## src/rtl/cqs_pkg.sv

```systemverilog
`timescale 1ns / 1ps

package cqs_pkg;

    localparam int DEFAULT_QUEUE_DEPTH = 128;

    // Operation codes
    localparam logic [2:0] FUNC_PUT  = 3'd0;
    localparam logic [2:0] FUNC_TAKE = 3'd1;
    localparam logic [2:0] FUNC_PEEK = 3'd2;
    localparam logic [2:0] FUNC_SKIP = 3'd3;
    localparam logic [2:0] FUNC_FIND = 3'd4;

    typedef struct packed {
        logic [2:0] func;
        logic [7:0] data_in;
        logic [6:0] offset;
    } t_in_word;

    typedef struct packed {
        logic [7:0] data_out;
        logic       found;
        logic [6:0] used_count;
    } t_out_word;

    typedef struct packed {
        logic shift;
        logic load;
    } t_cell_ctl;

endpackage

```

## src/rtl/cqs_cell.sv

```systemverilog
`timescale 1ns / 1ps

module cqs_cell
    import cqs_pkg::*;
(
    input  logic       i_clk,
    input  logic       i_rst_n,
    input  t_cell_ctl  i_ctl,
    input  logic [7:0] i_load_byte,
    input  logic [7:0] i_next_byte,
    output logic [7:0] o_byte
);

    logic [7:0] r_byte;

    always_ff @(posedge i_clk) begin
        if (!i_rst_n) begin
            r_byte <= '0;
        end else if (i_ctl.load) begin
            r_byte <= i_load_byte;
        end else if (i_ctl.shift) begin
            r_byte <= i_next_byte;
        end
    end

    assign o_byte = r_byte;

endmodule

```

## src/rtl/circular_byte_queue_with_search_core.sv

```systemverilog
`timescale 1ns / 1ps

// Circular byte queue with put, take, peek, skip and find. The bytes live in a
// ring of QUEUE_DEPTH cells that rotates one place per cycle during seek, step
// and walk; only the head cell is ever read or written, and a pointer tracks
// which store index sits there. One word is worked at a time: an operation
// first rotates the ring until its target index (front, or back for put)
// reaches the head, then peek and skip rotate offset more places and find
// rotates once per occupied entry. Put has no overflow check and take has no
// empty check. The result register lets the next word be accepted while a
// result still waits.

module circular_byte_queue_with_search_core
    import cqs_pkg::*;
#(
    parameter int QUEUE_DEPTH = DEFAULT_QUEUE_DEPTH
) (
    input  logic      i_clk,
    input  logic      i_rst_n,
    input  logic      i_in_valid,
    output logic      o_in_stall,
    input  t_in_word  i_in_word,
    output logic      o_out_valid,
    input  logic      i_out_stall,
    output t_out_word o_out_word
);

    localparam int IW = $clog2(QUEUE_DEPTH);
    localparam int UW = IW + 1;
    localparam int CW = (IW > 7) ? IW : 7;

    typedef enum logic [2:0] {
        S_IDLE,
        S_SEEK,
        S_STEP,
        S_WALK,
        S_DONE
    } t_state;

    function automatic logic [IW-1:0] f_inc(input logic [IW-1:0] v);
        return (v == IW'(QUEUE_DEPTH - 1)) ? '0 : v + 1'b1;
    endfunction

    t_state      r_state;
    logic [IW-1:0] r_head;
    logic [IW-1:0] r_rd;
    logic [IW-1:0] r_wr;
    logic [IW-1:0] r_tgt;
    logic [CW-1:0] r_cnt;
    logic [2:0]  r_func;
    logic [7:0]  r_data;
    logic [6:0]  r_offset;
    logic [7:0]  r_dout;
    logic        r_found;
    logic        r_out_valid;
    t_out_word   r_out;

    t_cell_ctl   w_ctl;
    logic [7:0]  w_byte [QUEUE_DEPTH];
    logic [UW-1:0] w_used;
    logic        w_at_tgt;
    logic        w_in_acc;

    assign w_at_tgt = (r_head == r_tgt);
    assign w_in_acc = i_in_valid && !o_in_stall;

    always_comb begin
        if (r_wr >= r_rd) begin
            w_used = {1'b0, r_wr} - {1'b0, r_rd};
        end else begin
            w_used = {1'b0, r_wr} + UW'(QUEUE_DEPTH) - {1'b0, r_rd};
        end
    end

    always_comb begin
        w_ctl.load  = (r_state == S_SEEK) && w_at_tgt && (r_func == FUNC_PUT);
        w_ctl.shift = ((r_state == S_SEEK) && !w_at_tgt)
                   || ((r_state == S_STEP) && (r_cnt != '0))
                   || ((r_state == S_WALK) && (r_cnt != '0));
    end

    // Ring of cells: each takes its upper neighbor's byte on a shift
    for (genvar g = 0; g < QUEUE_DEPTH; g++) begin : g_cell
        t_cell_ctl w_cell_ctl;
        if (g == 0) begin : g_head
            assign w_cell_ctl = w_ctl;
        end else begin : g_body
            assign w_cell_ctl = '{shift: w_ctl.shift, load: 1'b0};
        end
        cqs_cell u_cell (
            .i_clk       (i_clk),
            .i_rst_n     (i_rst_n),
            .i_ctl       (w_cell_ctl),
            .i_load_byte (r_data),
            .i_next_byte (w_byte[(g + 1) % QUEUE_DEPTH]),
            .o_byte      (w_byte[g])
        );
    end

    always_ff @(posedge i_clk) begin
        if (!i_rst_n) begin
            r_state     <= S_IDLE;
            r_head      <= '0;
            r_rd        <= IW'(QUEUE_DEPTH / 2);
            r_wr        <= IW'(QUEUE_DEPTH / 2);
            r_tgt       <= '0;
            r_cnt       <= '0;
            r_func      <= FUNC_PUT;
            r_dout      <= '0;
            r_found     <= 1'b0;
            r_out_valid <= 1'b0;
        end else begin
            if (r_state == S_DONE && (!r_out_valid || !i_out_stall)) begin
                r_out_valid <= 1'b1;
            end else if (r_out_valid && !i_out_stall) begin
                r_out_valid <= 1'b0;
            end
            if (w_ctl.shift) begin
                r_head <= f_inc(r_head);
            end
            unique case (r_state)
                S_IDLE: begin
                    if (w_in_acc) begin
                        r_func   <= i_in_word.func;
                        r_data   <= i_in_word.data_in;
                        r_offset <= i_in_word.offset;
                        r_dout   <= '0;
                        r_found  <= 1'b0;
                        r_tgt    <= (i_in_word.func == FUNC_PUT) ? r_wr : r_rd;
                        if (i_in_word.func inside {FUNC_PUT, FUNC_TAKE, FUNC_PEEK,
                                                   FUNC_SKIP, FUNC_FIND}) begin
                            r_state <= S_SEEK;
                        end else begin
                            r_state <= S_DONE;
                        end
                    end
                end
                S_SEEK: begin
                    if (w_at_tgt) begin
                        case (r_func)
                            FUNC_PUT: begin
                                r_wr    <= f_inc(r_wr);
                                r_state <= S_DONE;
                            end
                            FUNC_TAKE: begin
                                r_dout  <= w_byte[0];
                                r_rd    <= f_inc(r_rd);
                                r_state <= S_DONE;
                            end
                            FUNC_PEEK, FUNC_SKIP: begin
                                r_cnt   <= CW'(r_offset);
                                r_state <= S_STEP;
                            end
                            default: begin
                                r_cnt   <= CW'(w_used);
                                r_state <= S_WALK;
                            end
                        endcase
                    end
                end
                S_STEP: begin
                    if (r_cnt == '0) begin
                        if (r_func == FUNC_PEEK) begin
                            r_dout <= w_byte[0];
                        end else begin
                            r_rd <= r_head;
                        end
                        r_state <= S_DONE;
                    end else begin
                        r_cnt <= r_cnt - 1'b1;
                    end
                end
                S_WALK: begin
                    if (r_cnt == '0) begin
                        r_state <= S_DONE;
                    end else begin
                        if (w_byte[0] == r_data) begin
                            r_found <= 1'b1;
                        end
                        r_cnt <= r_cnt - 1'b1;
                    end
                end
                S_DONE: begin
                    // Hold until the result register is free
                    if (!r_out_valid || !i_out_stall) begin
                        r_out.data_out   <= r_dout;
                        r_out.found      <= r_found;
                        r_out.used_count <= 7'(w_used);
                        r_state          <= S_IDLE;
                    end
                end
                default: begin
                    r_state <= S_IDLE;
                end
            endcase
        end
    end

    assign o_in_stall  = (r_state != S_IDLE);
    assign o_out_valid = r_out_valid;
    assign o_out_word  = r_out;

    a_idx_range: assert property (@(posedge i_clk) disable iff (!i_rst_n)
        (r_rd < IW'(QUEUE_DEPTH - 1) || r_rd == IW'(QUEUE_DEPTH - 1))
        && (r_wr < IW'(QUEUE_DEPTH - 1) || r_wr == IW'(QUEUE_DEPTH - 1))
        && (r_head < IW'(QUEUE_DEPTH - 1) || r_head == IW'(QUEUE_DEPTH - 1)))
        else $error("queue index out of range");

    a_seek_step: assert property (@(posedge i_clk) disable iff (!i_rst_n)
        (r_state == S_SEEK && !w_at_tgt) |=> (r_head == f_inc($past(r_head))))
        else $error("ring head did not advance during seek");

    a_wr_hold: assert property (@(posedge i_clk) disable iff (!i_rst_n)
        (r_state != S_SEEK) |=> $stable(r_wr))
        else $error("write index moved outside put");

    a_accept_busy: assert property (@(posedge i_clk) disable iff (!i_rst_n)
        w_in_acc |=> (r_state != S_IDLE))
        else $error("accepted word did not start work");

endmodule

```

## config.mk

```make
export PLATFORM = sky130hd
export DESIGN_NAME = circular_byte_queue_with_search_core
export DESIGN_NICKNAME = d
export VERILOG_FILES = /design/src/rtl/cqs_pkg.sv /design/src/rtl/cqs_cell.sv /design/src/rtl/circular_byte_queue_with_search_core.sv
export SDC_FILE = /design/constraint.sdc
export NUM_CORES = 2
export LEC_CHECK = 0
export ABC_AREA = 1
export ABC_CLOCK_PERIOD_IN_PS = 4260
export BUFFER_PORTS_ARGS = -buffer_cell sky130_fd_sc_hd__clkbuf_2
export CAP_MARGIN = 10
export CORE_MARGIN = 2
export CORE_UTILIZATION = 45
export DETAILED_ROUTE_END_ITERATION = 6
export PLACE_DENSITY = 0.59
export SETUP_SLACK_MARGIN = 0.05
export SYNTH_ARGS = -nofsm -noshare
export SYNTH_HDL_FRONTEND = slang
export SYNTH_HIERARCHICAL = 1
export SYNTH_SLANG_ARGS = --single-unit
```

## constraint.sdc

```tcl
create_clock -name i_clk -period 4.26 [get_ports i_clk]
set_clock_uncertainty 0.2 [all_clocks]
set_input_delay 0.213 -clock i_clk [delete_from_list [all_inputs] [get_ports i_clk]]
set_output_delay 0.213 -clock i_clk [all_outputs]
set_load 0.005 [all_outputs]
```

==> impl_metrics.csv <==
group,metric,value,unit
timing,finalMaxSlewViolations,0,
grt,grt_pass1_wl,232800,microns
clock_tree,cts.sinks,1106,
yosys,synth_top_area_share,37.73,%
grt,grt-ovfl-total,0,
yosys,synth_area,57040,sq um
timing,worst_slew_pin_slew,1.161,ns
clock_tree,cts_resized,0,
floorplanning,row_count,130,
timing,slew_headroom,22.59,%
grt,antenna_found_initial,0,
routing,vias_per_cell,4.863,
yosys,synthCells,8405,
routing,vias,49345,
placed_design,place_congestion,0.8190,
clock_tree,numCtsBuffers,131,
grt,grt_max_degree,183,
routing,drtIter0Drc,3804,
yosys,yosys-top-cells-area,"dfxtp_1, nand2_1, nand3_1",
floorplanning,die_w,360.0,microns
layout,n_antenna_cell,0,
worst_hold_path,holdCritPathClass,"primary input to register",
layout,nets,8443,
setup_path,startpoint_type,"register",
setup_path,crit_path_end_kind,"register",
job,drv_cap,0,
setup_path,path_max_fanout,68,
outcome,outcome,"finished, final reports clean",
timing,fin_ws,1.218,ns
routing,ant_nets,0,
setup_path,cp.required,4.75,ns
grt,grt_pass1_vias,45040,
placed_design,port_buffers,39,
clock_tree,hold_buffers,37,
clock_tree,clock_latency,0.74,ns
floorplanning,coreArea,125700,sq um
setup_path,crit_family,"simple AND/OR/NAND/NOR gates",
yosys,ys_types,39,
setup_path,cpMostUsedCell,"nand2_1",
timing,fmax,328.8,MHz
floorplanning,io_pins,40,
layout,area.growth.synth_to_final,8.096,%
timing,setup_viol,0,
clock_tree,clk_path_buf_depth,3,
setup_path,max_stage_delay,0.49,ns
yosys,synth_warnings,6,
timing,tns,0,ns
power_and_ir_drop,powerDensity,538.5,nW/um^2
clock_tree,clockRootBuffer,"clkbuf_16",
routing,wl_per_cell,13.70,microns
yosys,yosysSeqAreaShare,39.36,%
grt,track_usage,21.27,%
yosys,synth_area_per_cell,6.786,sq um
timing,rsz0062_at_grt,"false",
setup_path,worstPathCellList,"xnor2_1 > nand2_1 > nor2_1 > nand2_1 > nand2_4 > nand2_8 > buf_12 > buf_12 > nor2_8 > nand2_1 > nand3_1 > nand2_1 > inv_1",
setup_path,cp.buffers_inverters,3,
setup_path,crit_type,"register to register",
clock_tree,cts_setup_buffers,0,
clock_tree,clk_pin_slew,0.05,ns
timing,hold_violations,0,
routing,drtPass1Iterations,5,
timing,finalCritPeriodShare,71.40,%
timing,post-route-min-period,3.042,ns
placed_design,dp_hpwl,81420,microns
clock_tree,h-tree-depth,4,
yosys,synth-seq-cells,1106,
routing,drc,0,
floorplanning,die_height,360.0,microns
placed_design,pre_cts_ws,1.254,ns
power_and_ir_drop,leakage,33.36,nW
power_and_ir_drop,ir_worst_vdd,0.0003961,V
yosys,synth_top_area_cell,"dfxtp_1",
clock_tree,cts_tree,"built",
setup_path,cp.arrival,3.53,ns
floorplanning,dieArea,129600,sq um
layout,drive_above_1_share,6.802,%
routing,wl,139000,microns
setup_path,slowest_stage,"dfxtp_1",
floorplanning,start_util,45.37,%
-- worst paths after layout --
path	to	from	slack [ns]	depth (start not counted)
hold reg to reg	o_out_word[14]	r_dout[6]	0.23	0
hold / removal	r_data[1]	i_in_word[8]	0.07	2
setup reg to reg	g_cell[116].u_cell/o_byte[0]	r_head[2]	1.22	13
setup / recovery	g_cell[116].u_cell/o_byte[0]	r_head[2]	1.22	13
-- metrics by stage --
stage	std cells	total power, mW	util (%)	instance area (sq um)	hold WS, ns
finish	10148	33.20	49.04	61660	0.06820
global placement	9889	22.47	45.49	57190	0.1916
CTS	10148	33.50	49.04	61660	0.02030
detailed placement	9889	22.56	45.49	57190	0.1930
global route	10148	35.36	49.04	61660	0.05108
floorplan	8531	21.02	-	57510	0.1119
-- worst register-to-register path, cell delays in order, from the launching register on --
cell and delay [ns]:
dfxtp_1 0.49, xnor2_1 0.16, nand2_1 0.07, nor2_1 0.08, nand2_1 0.11, nand2_4 0.28, nand2_8 0.48, buf_12 0.42
buf_12 0.25, nor2_8 0.21, nand2_1 0.07, nand3_1 0.06, nand2_1 0.05, inv_1 0.07
-- power breakdown --
part           switching, mW  total [mW]  internal, mW  leakage (nW)
clock                   4.35        10.8          6.41          2.02
sequential             0.807        12.5          11.7          9.15
combinational           6.96        9.94          2.98          22.2
-- layout by cell type (no fill, tap or decap), types with 4 or more instances in the layout --
master / Yosys / final
nor2_8: 129 / 129
buf_4: 257 / 41
nand2_1: 3195 / 3195
ha_1: 11 / 11
nand4_1: 13 / 13
inv_1: 1105 / 1105
inv_2: 140 / 140
conb_1: 1 / 127
o211ai_1: 7 / 7
xor2_1: 14 / 14
xnor2_1: 10 / 10
dlygate4sd3_1: 0 / 37
inv_6: 0 / 4
edfxtp_1: 31 / 31
clkbuf_2: 0 / 38
nand2_2: 6 / 6
clkinv_2: 0 / 14
o21ai_0: 25 / 25
nor3_1: 5 / 5
nor2_1: 66 / 66
clkbuf_8: 0 / 23
a21oi_1: 43 / 43
buf_12: 0 / 27
clkbuf_1: 6 / 38
nand3_1: 2094 / 2094
o21ai_1: 11 / 11
dfxtp_1: 1075 / 1075
clkbuf_16: 0 / 138
-- layout make-up --
cell class,count,area [sq um]
flip-flops and latches,1106,22450
clock inverters,23,181.4
well taps,1650,2064
repair buffers,144,1424
multi-input cells,5780,26950
inverters,1246,4677
fillers,12703,64080
clock buffers,199,3913
-- synth_stat cells, drive strengths merged --
master,number
a21boi,1
a21oi,43
a22oi,1
a31oi,1
and2,1
buf,393
clkbuf,6
clkinv,1
conb,1
dfxtp,1075
edfxtp,31
fa,1
ha,11
inv,1245
nand2,3205
nand3,2095
nand3b,1
nand4,13
nor2,201
nor3,6
o211ai,7
o21ai,36
o22ai,2
o31ai,1
or2,3
xnor2,10
xor2,14
-- routing by layer --
layer	vias up	share of wire, %	GRT usage (%)
li1	26196	-	-
met1	22128	50	30.25
met2	824	44	33.78
met3	197	3.8	2.736
met4	0	2.0	5.718
met5	-	0	0
-- registers in the layout, indices dropped and copies added, names as in the netlist --
| name | cells |
|---|---|
| r_rd | 7 |
| r_func | 3 |
| r_data | 8 |
| r_tgt | 7 |
| r_state | 3 |
| o_out_valid | 1 |
| g_cell.u_cell/o_byte | 1024 |
| o_out_word | 16 |
| r_offset | 7 |
| r_wr | 7 |
| r_cnt | 7 |
| r_found | 1 |
| r_head | 7 |
| r_dout | 8 |
-- cells by family (layout without fill, tap and decap cells) --
| logic type | after synthesis | in the layout | synth area share (%) |
|---|---|---|---|
| flops | 1106 | 1106 | 39.36 |
| buf+inv | 1645 | 1612 | 14.24 |
| other cells | 1 | 127 | 0.006574 |
| compound gates | 92 | 92 | 0.8577 |
| fa+ha+maj | 12 | 12 | 0.2764 |
| xor+xnor | 24 | 24 | 0.3685 |
| simple gates | 5525 | 5525 | 44.89 |
Note: power is estimated with default switching activity, not from simulation.
